**src/hw/rtl/rtds_pkg.sv**
```systemverilog
`default_nettype none
package rtds_pkg;

    // Input and result field widths
    localparam int unsigned VALUE_W = 14;
    localparam int unsigned SYM_W   = 3;

    // Roman symbol codes
    localparam logic [SYM_W-1:0] SYM_I = 3'd0;
    localparam logic [SYM_W-1:0] SYM_X = 3'd2;
    localparam logic [SYM_W-1:0] SYM_C = 3'd4;
    localparam logic [SYM_W-1:0] SYM_M = 3'd6;

    // Digit extraction: thirteen compare-subtract steps
    localparam logic [3:0] C_STEP_LAST = 4'd12;
    localparam logic [3:0] C_STEP_HUND = 4'd5;
    localparam logic [3:0] C_STEP_TENS = 4'd9;

    typedef enum logic [1:0] {
        S_IDLE,
        S_CONV,
        S_EMIT
    } t_state;

    typedef enum logic [1:0] {
        DEC_THOU,
        DEC_HUND,
        DEC_TENS,
        DEC_UNIT
    } t_dec;

    // Symbol generator status toward the sequencer
    typedef struct packed {
        logic [SYM_W-1:0] sym;
        logic             has_sym;   // pos still inside this digit's pattern
        logic             dec_end;   // pos is the final symbol of this digit
        logic             last_sym;  // final symbol of the whole numeral
        logic             all_zero;  // numeral has no symbols
    } t_sym_info;

    // Trial weights: 16000,8000,4000,2000,1000, 800..100, 80..10
    function automatic logic [VALUE_W-1:0] f_weight(input logic [3:0] step);
        logic [VALUE_W-1:0] w;
        begin
            case (step)
                4'd0:    w = 14'd16000;
                4'd1:    w = 14'd8000;
                4'd2:    w = 14'd4000;
                4'd3:    w = 14'd2000;
                4'd4:    w = 14'd1000;
                4'd5:    w = 14'd800;
                4'd6:    w = 14'd400;
                4'd7:    w = 14'd200;
                4'd8:    w = 14'd100;
                4'd9:    w = 14'd80;
                4'd10:   w = 14'd40;
                4'd11:   w = 14'd20;
                4'd12:   w = 14'd10;
                default: w = '1;
            endcase
            return w;
        end
    endfunction

    // Number of symbols for a decimal digit
    function automatic logic [2:0] f_digit_len(input logic [3:0] d);
        logic [2:0] n;
        begin
            case (d)
                4'd1, 4'd5:       n = 3'd1;
                4'd2, 4'd4, 4'd6,
                4'd9:             n = 3'd2;
                4'd3, 4'd7:       n = 3'd3;
                4'd8:             n = 3'd4;
                default:          n = 3'd0;
            endcase
            return n;
        end
    endfunction

    // Step within the decade: 0 = one, 1 = five, 2 = ten
    function automatic logic [1:0] f_digit_step(input logic [3:0] d, input logic [1:0] pos);
        logic [1:0] s;
        begin
            case (d)
                4'd4:                   s = (pos == 2'd1) ? 2'd1 : 2'd0;
                4'd5, 4'd6, 4'd7, 4'd8: s = (pos == 2'd0) ? 2'd1 : 2'd0;
                4'd9:                   s = (pos == 2'd1) ? 2'd2 : 2'd0;
                default:                s = 2'd0;
            endcase
            return s;
        end
    endfunction

endpackage
`default_nettype wire

```
**src/hw/rtl/rtds_in_if.sv**
```systemverilog
`default_nettype none
interface rtds_in_if;
    import rtds_pkg::*;

    logic               valid;
    logic               ready;
    logic [VALUE_W-1:0] value;

    modport source (output valid, output value, input ready);
    modport sink   (input valid, input value, output ready);
endinterface
`default_nettype wire

```
**src/hw/rtl/rtds_out_if.sv**
```systemverilog
`default_nettype none
interface rtds_out_if;
    import rtds_pkg::*;

    logic             valid;
    logic             ready;
    logic [SYM_W-1:0] symbol;
    logic             last;
    logic             empty_res;

    modport source (output valid, output symbol, output last, output empty_res, input ready);
    modport sink   (input valid, input symbol, input last, input empty_res, output ready);
endinterface
`default_nettype wire

```
**src/hw/rtl/decimal_to_roman_symbols.sv**
```systemverilog
// Channel  | Dir | Fields                         | Beat
// i_in     | in  | value[13:0]                    | one number
// o_out    | out | symbol[2:0], last, empty_res   | one Roman symbol
//
// One number is accepted, then gets one compare-subtract step per weight in
// the shared subtractor (binary-weighted digit extraction), then one beat
// per symbol, passing over each empty decade ahead of the final symbol (a
// single beat for an empty numeral).
// Synchronous active-low reset returns the sequencer to idle and drops o_out.valid.
// A stall on o_out holds the emit phase in place; i_in.ready is high only when idle.
`default_nettype none
module decimal_to_roman_symbols
    import rtds_pkg::*;
(
    input  wire logic  i_clk,
    input  wire logic  i_rst_n,
    rtds_in_if.sink    i_in,
    rtds_out_if.source o_out
);

    t_state           r_state, n_state;
    logic [VALUE_W-1:0] r_rem;
    logic [3:0]       r_step;
    logic [4:0]       r_thou;
    logic [3:0]       r_hund;
    logic [3:0]       r_tens;
    t_dec             r_dec;
    logic [1:0]       r_pos;
    logic             r_out_valid;
    logic [SYM_W-1:0] r_sym;
    logic             r_last;
    logic             r_empty;

    logic               in_take;
    logic               out_free;
    logic               sub_ge;
    logic [VALUE_W-1:0] sub_diff;
    t_sym_info          info;

    // Shared compare-subtract unit
    rtds_sub_unit u_sub (
        .i_rem    (r_rem),
        .i_weight (f_weight(r_step)),
        .o_ge     (sub_ge),
        .o_diff   (sub_diff)
    );

    // Symbol pattern lookup
    rtds_sym_gen u_sym (
        .i_thou (r_thou),
        .i_hund (r_hund),
        .i_tens (r_tens),
        .i_unit (r_rem[3:0]),
        .i_dec  (r_dec),
        .i_pos  (r_pos),
        .o_info (info)
    );

    assign out_free = !r_out_valid || o_out.ready;

    // Next state
    always_comb begin
        n_state = r_state;
        case (r_state)
            S_IDLE: begin
                if (i_in.valid) n_state = S_CONV;
            end
            S_CONV: begin
                if (r_step == C_STEP_LAST) n_state = S_EMIT;
            end
            S_EMIT: begin
                if (out_free && (info.all_zero || (info.has_sym && info.last_sym))) begin
                    n_state = S_IDLE;
                end
            end
            default: n_state = S_IDLE;
        endcase
    end

    // State outputs
    always_comb begin
        in_take = 1'b0;
        case (r_state)
            S_IDLE:  in_take = i_in.valid;
            default: in_take = 1'b0;
        endcase
    end

    assign i_in.ready = (r_state == S_IDLE);

    always_ff @(posedge i_clk) begin
        if (!i_rst_n) begin
            r_state <= S_IDLE;
        end else begin
            r_state <= n_state;
        end
    end

    // Load the number, then extract digits one weight at a time
    always_ff @(posedge i_clk) begin
        if (in_take) begin
            r_rem  <= i_in.value;
            r_step <= '0;
            r_thou <= '0;
            r_hund <= '0;
            r_tens <= '0;
            r_dec  <= DEC_THOU;
            r_pos  <= '0;
        end else if (r_state == S_CONV) begin
            if (sub_ge) r_rem <= sub_diff;
            if (r_step < C_STEP_HUND) begin
                r_thou <= {r_thou[3:0], sub_ge};
            end else if (r_step < C_STEP_TENS) begin
                r_hund <= {r_hund[2:0], sub_ge};
            end else begin
                r_tens <= {r_tens[2:0], sub_ge};
            end
            r_step <= r_step + 4'd1;
        end else if (r_state == S_EMIT && out_free && !info.all_zero) begin
            // Advance through the pattern, skipping decades without symbols
            if (!info.has_sym || info.dec_end) begin
                r_dec <= t_dec'(r_dec + 2'd1);
                r_pos <= '0;
            end else begin
                r_pos <= r_pos + 2'd1;
            end
        end
    end

    // Output register
    always_ff @(posedge i_clk) begin
        if (!i_rst_n) begin
            r_out_valid <= 1'b0;
        end else if (r_state == S_EMIT && out_free && (info.all_zero || info.has_sym)) begin
            r_out_valid <= 1'b1;
        end else if (o_out.ready) begin
            r_out_valid <= 1'b0;
        end
    end

    always_ff @(posedge i_clk) begin
        if (r_state == S_EMIT && out_free) begin
            if (info.all_zero) begin
                r_sym   <= SYM_I;
                r_last  <= 1'b1;
                r_empty <= 1'b1;
            end else if (info.has_sym) begin
                r_sym   <= info.sym;
                r_last  <= info.last_sym;
                r_empty <= 1'b0;
            end
        end
    end

    assign o_out.valid     = r_out_valid;
    assign o_out.symbol    = r_sym;
    assign o_out.last      = r_last;
    assign o_out.empty_res = r_empty;

    // Beats are loaded only from the emit phase
    a_load_from_emit: assert property (@(posedge i_clk) disable iff (!i_rst_n)
        $rose(r_out_valid) |-> $past(r_state) == S_EMIT)
        else $error("output beat loaded outside emit phase");

    // Extraction never runs past the final weight
    a_step_range: assert property (@(posedge i_clk) disable iff (!i_rst_n)
        r_state == S_CONV |-> r_step <= C_STEP_LAST)
        else $error("digit extraction step out of range");

    // An empty numeral is a single closing beat
    a_empty_last: assert property (@(posedge i_clk) disable iff (!i_rst_n)
        r_out_valid && r_empty |-> r_last && r_sym == SYM_I)
        else $error("empty beat without last flag");

    // Units remainder, hundreds and tens are decimal digits once emission starts
    a_unit_digit: assert property (@(posedge i_clk) disable iff (!i_rst_n)
        r_state == S_EMIT |-> r_rem < VALUE_W'(10) && r_hund <= 4'd9 && r_tens <= 4'd9)
        else $error("digit extraction left a non-decimal digit");

endmodule
`default_nettype wire

```
**src/hw/rtl/rtds_sub_unit.sv**
```systemverilog
`default_nettype none
module rtds_sub_unit
    import rtds_pkg::*;
(
    input  wire logic [VALUE_W-1:0] i_rem,
    input  wire logic [VALUE_W-1:0] i_weight,
    output logic                    o_ge,
    output logic [VALUE_W-1:0]      o_diff
);

    // Compare and subtract the trial weight
    always_comb begin
        o_ge   = (i_rem >= i_weight);
        o_diff = i_rem - i_weight;
    end

endmodule
`default_nettype wire

```
**src/hw/rtl/rtds_sym_gen.sv**
```systemverilog
`default_nettype none
module rtds_sym_gen
    import rtds_pkg::*;
(
    input  wire logic [4:0] i_thou,
    input  wire logic [3:0] i_hund,
    input  wire logic [3:0] i_tens,
    input  wire logic [3:0] i_unit,
    input  wire t_dec       i_dec,
    input  wire logic [1:0] i_pos,
    output t_sym_info       o_info
);

    logic [3:0] thou_mod;
    logic [2:0] len_thou;
    logic [2:0] len_hund;
    logic [2:0] len_tens;
    logic [2:0] len_unit;
    logic [2:0] len_cur;
    logic       later_zero;
    logic [3:0] dig_cur;
    logic [SYM_W-1:0] base;

    // Fold the thousands quotient into one digit; only 1 to 3 give symbols
    always_comb begin
        thou_mod = (i_thou >= 5'd10) ? 4'(i_thou - 5'd10) : i_thou[3:0];
        len_thou = (thou_mod >= 4'd1 && thou_mod <= 4'd3) ? thou_mod[2:0] : 3'd0;
        len_hund = f_digit_len(i_hund);
        len_tens = f_digit_len(i_tens);
        len_unit = f_digit_len(i_unit);
    end

    // Select the active decade
    always_comb begin
        case (i_dec)
            DEC_THOU: begin
                len_cur    = len_thou;
                later_zero = (len_hund == 3'd0) && (len_tens == 3'd0) && (len_unit == 3'd0);
                dig_cur    = thou_mod;
                base       = SYM_C;
            end
            DEC_HUND: begin
                len_cur    = len_hund;
                later_zero = (len_tens == 3'd0) && (len_unit == 3'd0);
                dig_cur    = i_hund;
                base       = SYM_C;
            end
            DEC_TENS: begin
                len_cur    = len_tens;
                later_zero = (len_unit == 3'd0);
                dig_cur    = i_tens;
                base       = SYM_X;
            end
            default: begin
                len_cur    = len_unit;
                later_zero = 1'b1;
                dig_cur    = i_unit;
                base       = SYM_I;
            end
        endcase
    end

    // Build the symbol and end flags
    always_comb begin
        o_info.has_sym  = ({1'b0, i_pos} < len_cur);
        o_info.dec_end  = ({1'b0, i_pos} == (len_cur - 3'd1));
        o_info.last_sym = o_info.dec_end && later_zero;
        o_info.all_zero = (len_thou == 3'd0) && (len_hund == 3'd0) &&
                          (len_tens == 3'd0) && (len_unit == 3'd0);
        if (i_dec == DEC_THOU) begin
            o_info.sym = SYM_M;
        end else begin
            o_info.sym = base + {1'b0, f_digit_step(dig_cur, i_pos)};
        end
    end

endmodule
`default_nettype wire
```
**src/flat_wrapper.sv**
```systemverilog
// flat-port wrapper written by rule: the top's interface ports become plain ports
module decimal_to_roman_symbols_flat import rtds_pkg::*;
  (i_clk, i_rst_n, i_in_valid, i_in_value, i_in_ready, o_out_valid, o_out_symbol, o_out_last, o_out_empty_res, o_out_ready);
  rtds_in_if i_in_i ();
  rtds_out_if o_out_i ();
  input  wire logic i_clk;
  input  wire logic i_rst_n;
  input wire logic [$bits(i_in_i.valid)-1:0] i_in_valid;
  input wire logic [$bits(i_in_i.value)-1:0] i_in_value;
  output wire logic [$bits(i_in_i.ready)-1:0] i_in_ready;
  output wire logic [$bits(o_out_i.valid)-1:0] o_out_valid;
  output wire logic [$bits(o_out_i.symbol)-1:0] o_out_symbol;
  output wire logic [$bits(o_out_i.last)-1:0] o_out_last;
  output wire logic [$bits(o_out_i.empty_res)-1:0] o_out_empty_res;
  input wire logic [$bits(o_out_i.ready)-1:0] o_out_ready;
  assign i_in_i.valid = i_in_valid;
  assign i_in_i.value = i_in_value;
  assign i_in_ready = i_in_i.ready;
  assign o_out_valid = o_out_i.valid;
  assign o_out_symbol = o_out_i.symbol;
  assign o_out_last = o_out_i.last;
  assign o_out_empty_res = o_out_i.empty_res;
  assign o_out_i.ready = o_out_ready;
  decimal_to_roman_symbols u_core (.i_clk(i_clk), .i_rst_n(i_rst_n), .i_in(i_in_i), .o_out(o_out_i));
endmodule
```
**config.mk**
```make
export PLATFORM = sky130hd
export DESIGN_NAME = decimal_to_roman_symbols_flat
export DESIGN_NICKNAME = d
export VERILOG_FILES = /design/src/hw/rtl/rtds_pkg.sv /design/src/hw/rtl/rtds_in_if.sv /design/src/hw/rtl/rtds_out_if.sv /design/src/hw/rtl/decimal_to_roman_symbols.sv /design/src/hw/rtl/rtds_sub_unit.sv /design/src/hw/rtl/rtds_sym_gen.sv /design/src/flat_wrapper.sv
export SDC_FILE = /design/constraint.sdc
export NUM_CORES = 1
export LEC_CHECK = 0
export CAP_MARGIN = 0
export CELL_PAD_IN_SITES_DETAIL_PLACEMENT = 0
export CELL_PAD_IN_SITES_GLOBAL_PLACEMENT = 1
export CORE_UTILIZATION = 35
export CTS_CLUSTER_DIAMETER = 100
export CTS_CLUSTER_SIZE = 28
export DETAILED_ROUTE_END_ITERATION = 10
export DONT_BUFFER_PORTS = 1
export PLACE_DENSITY = 0.64
export SYNTH_ARGS = -nofsm -noshare
export SYNTH_HDL_FRONTEND = slang
export SYNTH_SLANG_ARGS = --single-unit
```
**constraint.sdc**
```tcl
create_clock -name i_clk -period 3.6 [get_ports i_clk]
set_input_delay 0.36 -clock i_clk [delete_from_list [all_inputs] [get_ports i_clk]]
set_output_delay 0.36 -clock i_clk [all_outputs]
set_load 0.02 [all_outputs]
```
Yosys cells after proc, flatten, opt, wreduce, memory -nomap -nowiden
Memory sizes are Yosys's and may differ from the RTL's. A register that Yosys moved wholly into a read port is not among the register bits.
Cells that the tools add are included.

storage, ports and cells
  logic and storage cells = 123
  input bits = 18
  register bits after elaboration = 43
  memory bits (read-only) = 368
  output and inout port bits = 7
  memories kept = 4

operators by class
  $lt $le $gt $ge = 7
  equal/unequal tests = 16
  reduce and logical (&&, ||, !) cells = 41
  add/subtract/negate cells = 7
  bitwise operators = 3
  mux-type cells = 33

memory list
  name             words  bits a word  rd ports  clocked after Yosys merged registers in  write ports  RTL line        text
  (no name shown)  16     14           1         1                                        0            rtds_pkg.sv:45  case (step)
  (no name shown)  16     3            1         1                                        0            rtds_pkg.sv:69  case (d)
  (no name shown)  16     3            1         1                                        0            rtds_pkg.sv:69
  (no name shown)  16     3            1         1                                        0            rtds_pkg.sv:69

operator list
  operator                                             number
  two-way mux 14 bit                                   3
  two-way mux 4 bit                                    8
  == test 4 x 3 -> 1 bit, second input constant        4
  >= comparator 14 bit                                 1
  subtractor 14 bit                                    1
  logical AND 1 bit                                    13
  == test 4 bit, second input constant                 3
  logical NOT 3 bit                                    4
  two-way mux 2 bit                                    6
  one-hot mux 2 bit (3 select lines)                   2
  one-hot mux 4 bit (3 select lines)                   1
  AND reduction 3 bit                                  4
  two-way mux 3 bit                                    3
  one-hot mux 3 bit (3 select lines)                   1
  AND reduction 2 bit                                  4
  nonzero test 2 bit                                   4
  two-way mux 1 bit                                    7
  == test 2 x 1 -> 1 bit, second input constant        3
  logical NOT 2 bit                                    3
  one-hot mux 3 bit (2 select lines)                   1
  >= comparator 5 x 4 -> 1 bit, second input constant  1
  adder 2 x 1 -> 2 bit, second input constant          2
  adder 4 x 1 -> 4 bit, second input constant          1
  == test 2 bit, second input constant                 2
  other kinds (17)                                     25

Logic depth before layout (Yosys ltp)
Gate-level depths: netlist of run 1.

  depth after elaboration = 14
  gate-level depth with buffers = 14
  gate-level depth less buffers = 14

Cells and area by module
A second synthesis of run 1 with hierarchy kept.

unflattened totals
  cell total of the unflattened synthesis = 462
  area, all modules = 3940.0 um^2

modules (own cells, without submodules)
  module                    times used  area an instance (um^2)  seq. area each (um^2)  cells an instance
  decimal_to_roman_symbols  1           2431.1                   1331.3                 241
  rtds_sub_unit             1           795.8                    0.0                    110
  rtds_sym_gen              1           713.2                    0.0                    111

Worst setup path after synthesis of run 1
Ideal clock, no wire load.

  path kind = register to register
  from = register u_core.r_rem[0]
  to = register u_core.u_sym.len_unit[0] (netlist name)
  setup slack = 0.934 ns
  cell stages (with the launch flop) = 10
  required time = 3.479 ns
  arrival time = 2.546 ns
  path buffers = 0
  library setup time = 0.121 ns
  period minus slack after synthesis = 2.666 ns
  cell sequence = edfxtp_1 > inv_1 > ha_1 > fa_1 > nor2b_1 > o31ai_2 > a21oi_2 > nor2_1 > o31ai_4 > mux2_2

between the ends
  word-level cells in the longest chain between the ends = 5
  elaborated cells between the ends (all ways) = 8
  those cells by class = 1 x add/sub; 1 x order compare; 4 x mux; 2 x reduce/logical

RTL lines
  what                                    RTL line                         text
  start: declaration                      decimal_to_roman_symbols.sv:22   logic [VALUE_W-1:0] r_rem;
  start signal: assignment                decimal_to_roman_symbols.sv:102  r_rem <= i_in.value;
  start signal: assignment                decimal_to_roman_symbols.sv:110  if (sub_ge) r_rem <= sub_diff;
  subtractor 14 bit                       rtds_sub_unit.sv:14              o_diff = i_rem - i_weight;
  two-way mux 14 bit                      decimal_to_roman_symbols.sv:110
  two-way mux 14 bit                      decimal_to_roman_symbols.sv:109  end else if (r_state == S_CONV) begin
  two-way mux 14 bit                      decimal_to_roman_symbols.sv:101  if (in_take) begin
  two-way mux 4 bit (no source line) (*)  -

Mark *: on every way between the ends. The rest lies on a longest branch, timed or not. The select of a mux whose other input is x is not followed.
A chain may end at the register's enable or synchronous reset.

Final worst setup path of run 1
  from = register u_core.r_thou[1]
  to = register u_core.r_dec[1]

between the ends
  word-level cells in the longest chain between the ends = 12
  elaborated cells between the ends (all ways) = 20
  those cells by class = 2 x add/sub; 4 x order compare; 1 x eq/ne; 3 x mux; 10 x reduce/logical

RTL lines
  what                                                                                 RTL line                         text
  start: declaration                                                                   decimal_to_roman_symbols.sv:24   logic [4:0] r_thou;
  start signal: assignment                                                             decimal_to_roman_symbols.sv:112  r_thou <= {r_thou[3:0], sub_ge};
  subtractor 4 bit / >= comparator 5 x 4 -> 1 bit (equally long branches)              rtds_sym_gen.sv:26               thou_mod = (i_thou >= 5'd10) ? 4'(i_thou - 5'd10) : i_thou[3:0];
  two-way mux 4 bit (*)                                                                rtds_sym_gen.sv:26
  >= comparator 4 x 1 -> 1 bit / <= comparator 4 x 2 -> 1 bit (equally long branches)  rtds_sym_gen.sv:27               len_thou = (thou_mod >= 4'd1 && thou_mod <= 4'd3) ? thou_mod[2:0] : 3'd0;
  logical AND 1 bit                                                                    rtds_sym_gen.sv:27
  two-way mux 3 bit (*)                                                                rtds_sym_gen.sv:27
  parallel branches: the longest is 6 deep, another holds subtractor 3 x 1 -> 3 bit    -
  AND reduction 3 bit (no source line) (*)                                             -
  end signal: assignment                                                               decimal_to_roman_symbols.sv:122  r_dec <= t_dec'(r_dec + 2'd1);
  end: declaration                                                                     decimal_to_roman_symbols.sv:27   t_dec r_dec;

Mark *: on every way between the ends.

==> reports/results.txt, run 1 <==
Layout Nets: 529
depth of the CTS H-tree: 3
fillers: 1166
number of max-cap violations: 0
drt drc: 4
top cell type by total area after synthesis: dfxtp_1
DRT iter0 DRCs: 247
Buf+Inv Stages, Crit Path: 1
CP max stage delay: 430 ps
Crit path required time: 3810 ps
Vias/cell: 5.49
kind of critical path: flop to flop
Worst EP arrival: 3240 ps
RePlAce Congestion: 0.824
area occupied by registers: 1510 sq um
Post-Syn Nets: 530
Final setup viols: 0
Ant. Diodes: 0
Vias: 3429
starting density of the core: 36.2%
Core Util, Final: 39.7%
number of synthesized flops with an enable pin: 19
CTS root buf: clkbuf_16
min Tclk post-route: 3020 ps
failing checks: design-rule violations
Num CTS Buffers: 9
cell family with the largest share of critical-path delay: compound AO/OA/AOI/OAI gates
vias in the first global route: 3255
async set-reset flop share out of synthesis: 0%
Max Fclk: 331 MHz
Setup TNS Final: 0 ps
# IOs: 25
Synth top area share: 22.5%
Slew Limit Fails: 0
RSZ-0062 raised after global routing: false
most frequent CP cell: o21ai_0
worst slew pin tran: 802 ps
Max-slew headroom: 46.4%
Yosys warnings: 0
clock buffer depth: 2
synthesized area per cell: 8.73 sq um
Die Area: 12400 sq um
CTS-repair resized insts: 0
startpoint types: flop
clk_skew: 10.5 ps
clk_lat worst skew: 340 ps
crit-path max FO: 6
final wirelength: 10300 um
Crit-path slowest cell: dfxtp_1
fin crit share: 84.0%
die height: 111 um
CP endpoint kind: flop
First-pass DRT Iterations: 8
Post CTS Setup Buffer Count: 0
clk slew on worst S/H paths: 50 ps
Seq/Total Area, Yosys: 36.2%
Overflow after GRT: 0
Synth cell types: 72
Die X: 111 um
Detail Route Antenna Nets: 0
CTS tree: done
outcome: finished with violations
layout cell share with drive strength beyond 1: 8.92%
HPWL after DPL: 7900 um
WHS: 198 ps
HP Class: input pin to flop
first-pass GRT wire length: 16800 um
multi-input logic area: 2410 sq um
largest net degree at the start of global routing: 18
leakage power: 1.81 nW
final hold violation count: 0
core footprint: 11500 sq um
Syn Std Cell Area: 4170 sq um
Layout Area Growth over Synthesis: 9.65%
count of hold-fix buffers inserted at cts: 0
Total GRT Usage: 17.5%
#FFs+latches synth: 66
largest cells by area after synthesis: dfxtp_1 23%, edfxtp_1 14%, ha_1 9.9%
I/O Buffers: 0
crit-path cells: inv_1 > ha_1 > a31oi_1 > o21ai_0 > nand4_1 > nand2_1 > o21ai_0 > ha_1 > nor2b_1 > o21ai_0 > o31a_1 > nor3_4 > mux2_1
# rows: 39
clk sinks: 66
routed len/inst: 16.5 um
Total Power: 2.46 mW
ys flop type: dfxtp_1
Peak supply drop: 0.175 mV
PD cells: 537 nW/um^2
Post-Synthesis Cells: 478
initial antenna violation count: 0
-- placed cells by master (no fill, tap or decap), drive strengths merged, types with 4 or more instances in the layout --
cell    count
nor2       44
nand2b      6
xnor2      10
nand4       8
mux2i      13
ha         33
nor3       12
nand2      42
inv        45
clkbuf     12
o211ai      6
o21a        7
a221oi      5
nor2b      12
or2         5
buf         5
a21oi      33
nand3       9
o31ai       9
and2        4
o21ai      33
edfxtp     19
a31oi       6
dfxtp      47
nor3b       7
-- area by class of cell --
type | instances | area share (%)
clock buffer | 12 | 5.39
clock inverter | 4 | 0.574
inverter | 44 | 3.66
sequential | 66 | 33.0
tap | 143 | 3.91
timing repair buffer | 5 | 0.820
multi-input combinational | 351 | 52.6
-- report_power, final --
part           internal, mW  leakage, nW  switching [mW]
clock network         0.484        0.129           0.329
registers             0.865        0.562          0.0465
logic                 0.293         1.12           0.442
total                  1.64         1.81           0.818
-- registers in the layout (all words and copies together), names as in the netlist --
register and flops:
u_core.r_rem 14, u_core.u_sub.i_weight 14, u_core.r_thou 5, u_core.r_hund 4
u_core.r_step 4, u_core.r_tens 4, u_core.o_out.symbol 3, u_core.u_sym.len_hund 3
u_core.u_sym.len_tens 3, u_core.u_sym.len_unit 3, u_core.r_dec 2, u_core.r_pos 2
u_core.r_state 2, u_core.o_out.empty_res 1, u_core.o_out.last 1, u_core.o_out.valid 1
-- worst register-to-register path: stages (launching register included) --
cell and delay (ps):
dfxtp_1 430, inv_1 70, ha_1 310, a31oi_1 110
o21ai_0 240, nand4_1 140, nand2_1 100, o21ai_0 140
ha_1 310, nor2b_1 120, o21ai_0 280, o31a_1 280
nor3_4 60, mux2_1 330
-- stage by stage --
stage          setup WS [ps]  cells  area (sq um)
4_1_cts                  622    625          4580
5_1_grt                  433    625          4580
3_3_place_gp             736    609          4300
6_report                 577    625          4580
2_1_floorplan            934    478          4170
3_5_place_dp             642    609          4300
-- cell usage after synthesis (3+ instances only) --
cell,instances
a21o_1,3
a21oi_1,31
a221oi_1,5
a31oi_1,6
and2_1,4
buf_2,7
clkbuf_1,6
dfxtp_1,47
edfxtp_1,19
ha_1,33
inv_1,41
mux2i_1,13
nand2_1,41
nand2b_1,6
nand3_1,9
nand4_1,8
nor2_1,44
nor2b_1,11
nor3_1,10
nor3b_1,6
nor4_1,3
o211ai_1,5
o21a_1,7
o21ai_0,30
o22ai_1,3
o31a_1,3
o31ai_1,7
or2_2,3
xnor2_1,10
xor2_1,3
-- worst paths after layout --
path                                          end  cells past startpoint  slack [ps]                           from
setup / recovery     u_core.r_dec[1]$_SDFFE_PP0P_                     13         580  u_core.r_thou[1]$_SDFFE_PP0P_
hold / removal    u_core.o_out.valid$_SDFFE_PN0P_                      2         200                        i_rst_n
setup reg to reg     u_core.r_dec[1]$_SDFFE_PP0P_                     13         580  u_core.r_thou[1]$_SDFFE_PP0P_
hold reg to reg      u_core.r_pos[0]$_SDFFE_PP0P_                      2         500   u_core.r_pos[0]$_SDFFE_PP0P_
-- cells by family after synthesis --
logic type | synth area share, %
XOR/XNOR | 2.73
flip-flops | 36.2
adder cells (fa/ha/maj) | 10.4
buffers and inverters | 6.24
AND/OR/NAND/NOR | 19.4
multiplexers | 3.93
AO/OA/AOI/OAI | 21.1
-- routing by layer --
metal	vias to the layer above	track usage, %	part of all wire, %
met4	0	7.21	1.5
li1	1717	-	-
met5	-	0	0
met1	1616	24.7	51
met2	84	24.8	42
met3	12	4.98	6.1
Note: power is estimated with default switching activity, not from simulation.
==> run 2: changes to the inputs <==
--- a/config.mk
+++ b/config.mk
@@ -5,6 +5,7 @@
 export SDC_FILE = /design/constraint.sdc
 export NUM_CORES = 1
 export LEC_CHECK = 0
+export ABC_AREA = 1
 export CAP_MARGIN = 0
 export CELL_PAD_IN_SITES_DETAIL_PLACEMENT = 0
 export CELL_PAD_IN_SITES_GLOBAL_PLACEMENT = 1
@@ -13,7 +14,7 @@
 export CTS_CLUSTER_SIZE = 28
 export DETAILED_ROUTE_END_ITERATION = 10
 export DONT_BUFFER_PORTS = 1
-export PLACE_DENSITY = 0.64
+export PLACE_DENSITY = 0.69
 export SYNTH_ARGS = -nofsm -noshare
 export SYNTH_HDL_FRONTEND = slang
 export SYNTH_SLANG_ARGS = --single-unit
==> constraint.sdc (replaced) <==
create_clock -name i_clk -period 2.53 [get_ports i_clk]
set_input_delay 0.253 -clock i_clk [delete_from_list [all_inputs] [get_ports i_clk]]
set_output_delay 0.253 -clock i_clk [all_outputs]
set_load 0.02 [all_outputs]
==> run 2 against run 1 <==
Against the previous run:
- area after synthesis down 2.6%
- utilization up 4.8 points
- via count grew 6.6%
- the flow finishes with violations (negative setup slack)
- critical endpoint is now u_core.r_dec[0]$_SDFFE_PP0P_
- sequential cell count unchanged
- sequential share of layout area decreased by 2.4 points
- sequential power up 61%
==> reports/results.txt, run 2 <==
Max Fclk: 376 MHz (+14%)
CP max stage delay: 390 ps (-40 ps)
initial antenna violation count: 0 (unchanged)
Post-Synthesis Cells: 570 (+19%)
Layout Area Growth over Synthesis: 21.5%
HP Class: input pin to flop
DRT iter0 DRCs: 223 (-9.7%)
#FFs+latches synth: 66 (unchanged)
Post-Syn Nets: 622 (+17%)
Layout Nets: 660 (+25%)
min Tclk post-route: 2660 ps (-366 ps)
Post-synth top cells: 141 x nand2_1, 91 x inv_1, 52 x nor2_1
commonest cells after routing, fill and taps aside: 130 x nand2_1, 87 x inv_1, 47 x nor2_1
crit-path cells: inv_1 > ha_1 > a221oi_4 > o31ai_4 > o21a_1 > buf_4 > ha_1 > nor2_1 > nand2_1 > nor2_2 > inv_1 > nand2_2 > nand3_4 > inv_2 > nand2_2 > a21oi_2
Die X: 110 um (-1.3%)
clk sinks: 66 (unchanged)
outcome: finished with violations
core footprint: 11100 sq um (-3.8%)
Peak supply drop: 0.451 mV (+160%)
vias in the first global route: 3427 (+5.3%)
largest cells by area after synthesis: dfxtp_1 23%, edfxtp_1 14%, nand2_1 13%
Core Util, Final: 44.6% (+4.8 points)
die height: 110 um (-1.3%)
Die Area: 12000 sq um (-2.6%)
synthesized area per cell: 7.13 sq um (-18%)
dpl cells: 726 (+19%)
failing checks: negative setup slack
Synth cell types: 38 (-47%)
most frequent cell after synthesis: nand2_1
Max-slew headroom: 62.4% (+16 points)
Synth top area share: 23.2% (+0.61 points)
Total GRT Usage: 18.5% (+1.0 points)
Num CTS Buffers: 9 (unchanged)
Seq/Total Area, Yosys: 37.2% (+0.98 points)
I/O Buffers: 0 (unchanged)
Final setup viols: 11 (+11)
Detail Route Antenna Nets: 0 (unchanged)
CTS tree: done
final wirelength: 10200 um (-0.79%)
Ant. Diodes: 0 (unchanged)
layout cell share with drive strength beyond 1: 17.3% (+8.4 points)
clock buffer depth: 2 (unchanged)
PD cells: 1020 nW/um^2 (+89%)
Overflow after GRT: 0 (unchanged)
routed len/inst: 13.6 um (-18%)
final setup margin: -127 ps (-704 ps)
CP endpoint kind: flop
fin crit share: 105% (+21 points)
Worst EP arrival: 2920 ps (-320 ps)
largest net degree at the start of global routing: 26 (+8)
drt drc: 0 (-4)
Place WS: -191 ps (-833 ps)
area occupied by registers: 1510 sq um (+0.17%)
number of max-cap violations: 0 (unchanged)
leakage power: 2.33 nW (+29%)
Syn Std Cell Area: 4060 sq um (-2.6%)
commonest non-fill, non-tap cell in the layout: nand2_1
async set-reset flop share out of synthesis: 0% (unchanged)
kind of critical path: flop to flop
Yosys warnings: 0 (unchanged)
Vias/cell: 4.85 (-12%)
starting density of the core: 36.7% (+0.44 points)
Total Power: 5.02 mW (+100%)
clk_lat worst skew: 330 ps (about the same)
fillers: 1118 (-4.1%)
CTS root buf: clkbuf_16
crit-path max FO: 4 (-2)
First-pass DRT Iterations: 5 (-3)
Slew Limit Fails: 0 (unchanged)
Crit path required time: 2790 ps (-1020 ps)
first-pass GRT wire length: 16900 um (+0.98%)
non-filler instance count after layout: 753 (+20%)
WHS: 45.2 ps (-153 ps)
multi-input logic area: 2330 sq um (-3.3%)
# rows: 38 (-2.6%)
number of synthesized flops with an enable pin: 19 (unchanged)
RePlAce Congestion: 0.831 (+0.84%)
clk_skew: 6.69 ps (-3.85 ps)
Setup TNS Final: -696 ps (-696 ps)
depth of the CTS H-tree: 3 (unchanged)
top cell type by total area after synthesis: dfxtp_1
# IOs: 25 (unchanged)
final hold violation count: 0 (unchanged)
worst slew pin tran: 560 ps (-242 ps)
HPWL after DPL: 7730 um (-2.2%)
Vias: 3655 (+6.6%)
ys flop type: dfxtp_1
RSZ-0062 raised after global routing: true
design area: 4940 sq um (+7.9%)
DP Area: 4410 sq um (+2.4%)
clk slew on worst S/H paths: 50 ps (about the same)
startpoint types: flop
Crit-path slowest cell: dfxtp_1
-- run 2: worst paths after layout --
check	to	depth (start not counted)	slack (ps)	from
worst max-delay path	u_core.r_dec[0]$_SDFFE_PP0P_	16	-130	u_core.r_dec[1]$_SDFFE_PP0P_
worst max register to register	u_core.r_dec[0]$_SDFFE_PP0P_	16	-130	u_core.r_dec[1]$_SDFFE_PP0P_
worst min register to register	u_core.r_tens[1]$_SDFFE_PP0P_	2	530	u_core.r_tens[1]$_SDFFE_PP0P_
worst min-delay path	u_core.r_state[1]$_SDFFE_PN0P_	2	50	i_rst_n
-- run 2: final cells by class --
type                       count  area share [%]
inverter                      95            7.22
multi-input combinational    400            47.2
timing repair buffer          36            5.88
tap                          140            3.55
clock inverter                 5           0.583
clock buffer                  11            4.92
sequential                    66            30.7
-- run 2: what timing repair did --
action	4_1_cts	5_1_grt
setup endpoints to repair	11	14
resized for setup	18	30
pin swaps	18	26
hold buffers	0	0
setup buffers	5	9
endpoints found under the hold margin	0	0
-- run 2: kinds of logic (layout without fill, tap and decap cells) --
group                    count (synthesis)  in the layout  share of synthesized area (%)
AND/OR/NAND/NOR                        257            257                           26.9
buffers and inverters                  104            147                           9.82
AO/OA/AOI/OAI                          102            102                           13.9
flip-flops                              66             66                           37.2
adder cells (fa/ha/maj)                 34             34                           10.7
XOR/XNOR                                 7              7                           1.51
-- run 2: worst max-delay path: cells and delay by family, from the launching register on --
family / cells / cell delay [ps]
and+or+nand+nor: 6 / 570
buffers and inverters: 4 / 390
adders and majority gates: 2 / 500
DFF: 1 / 390
AOI/OAI and AO/OA: 4 / 740
-- run 2: where the power goes --
part | internal, mW | switching, mW | leakage [nW]
clock network | 0.685 | 0.464 | 0.136
logic | 0.974 | 1.43 | 1.63
registers | 1.35 | 0.112 | 0.565
total | 3.01 | 2.00 | 2.33
-- run 2: layer usage --
layer	vias up	routed length [um]	global-route usage [%]	part of all wire [%]
li1	1927	-	-	-
met1	1654	5330	27.0	52
met3	14	438	3.97	4.3
met4	0	163	6.76	1.6
met2	60	4290	26.6	42
met5	-	0	0	0
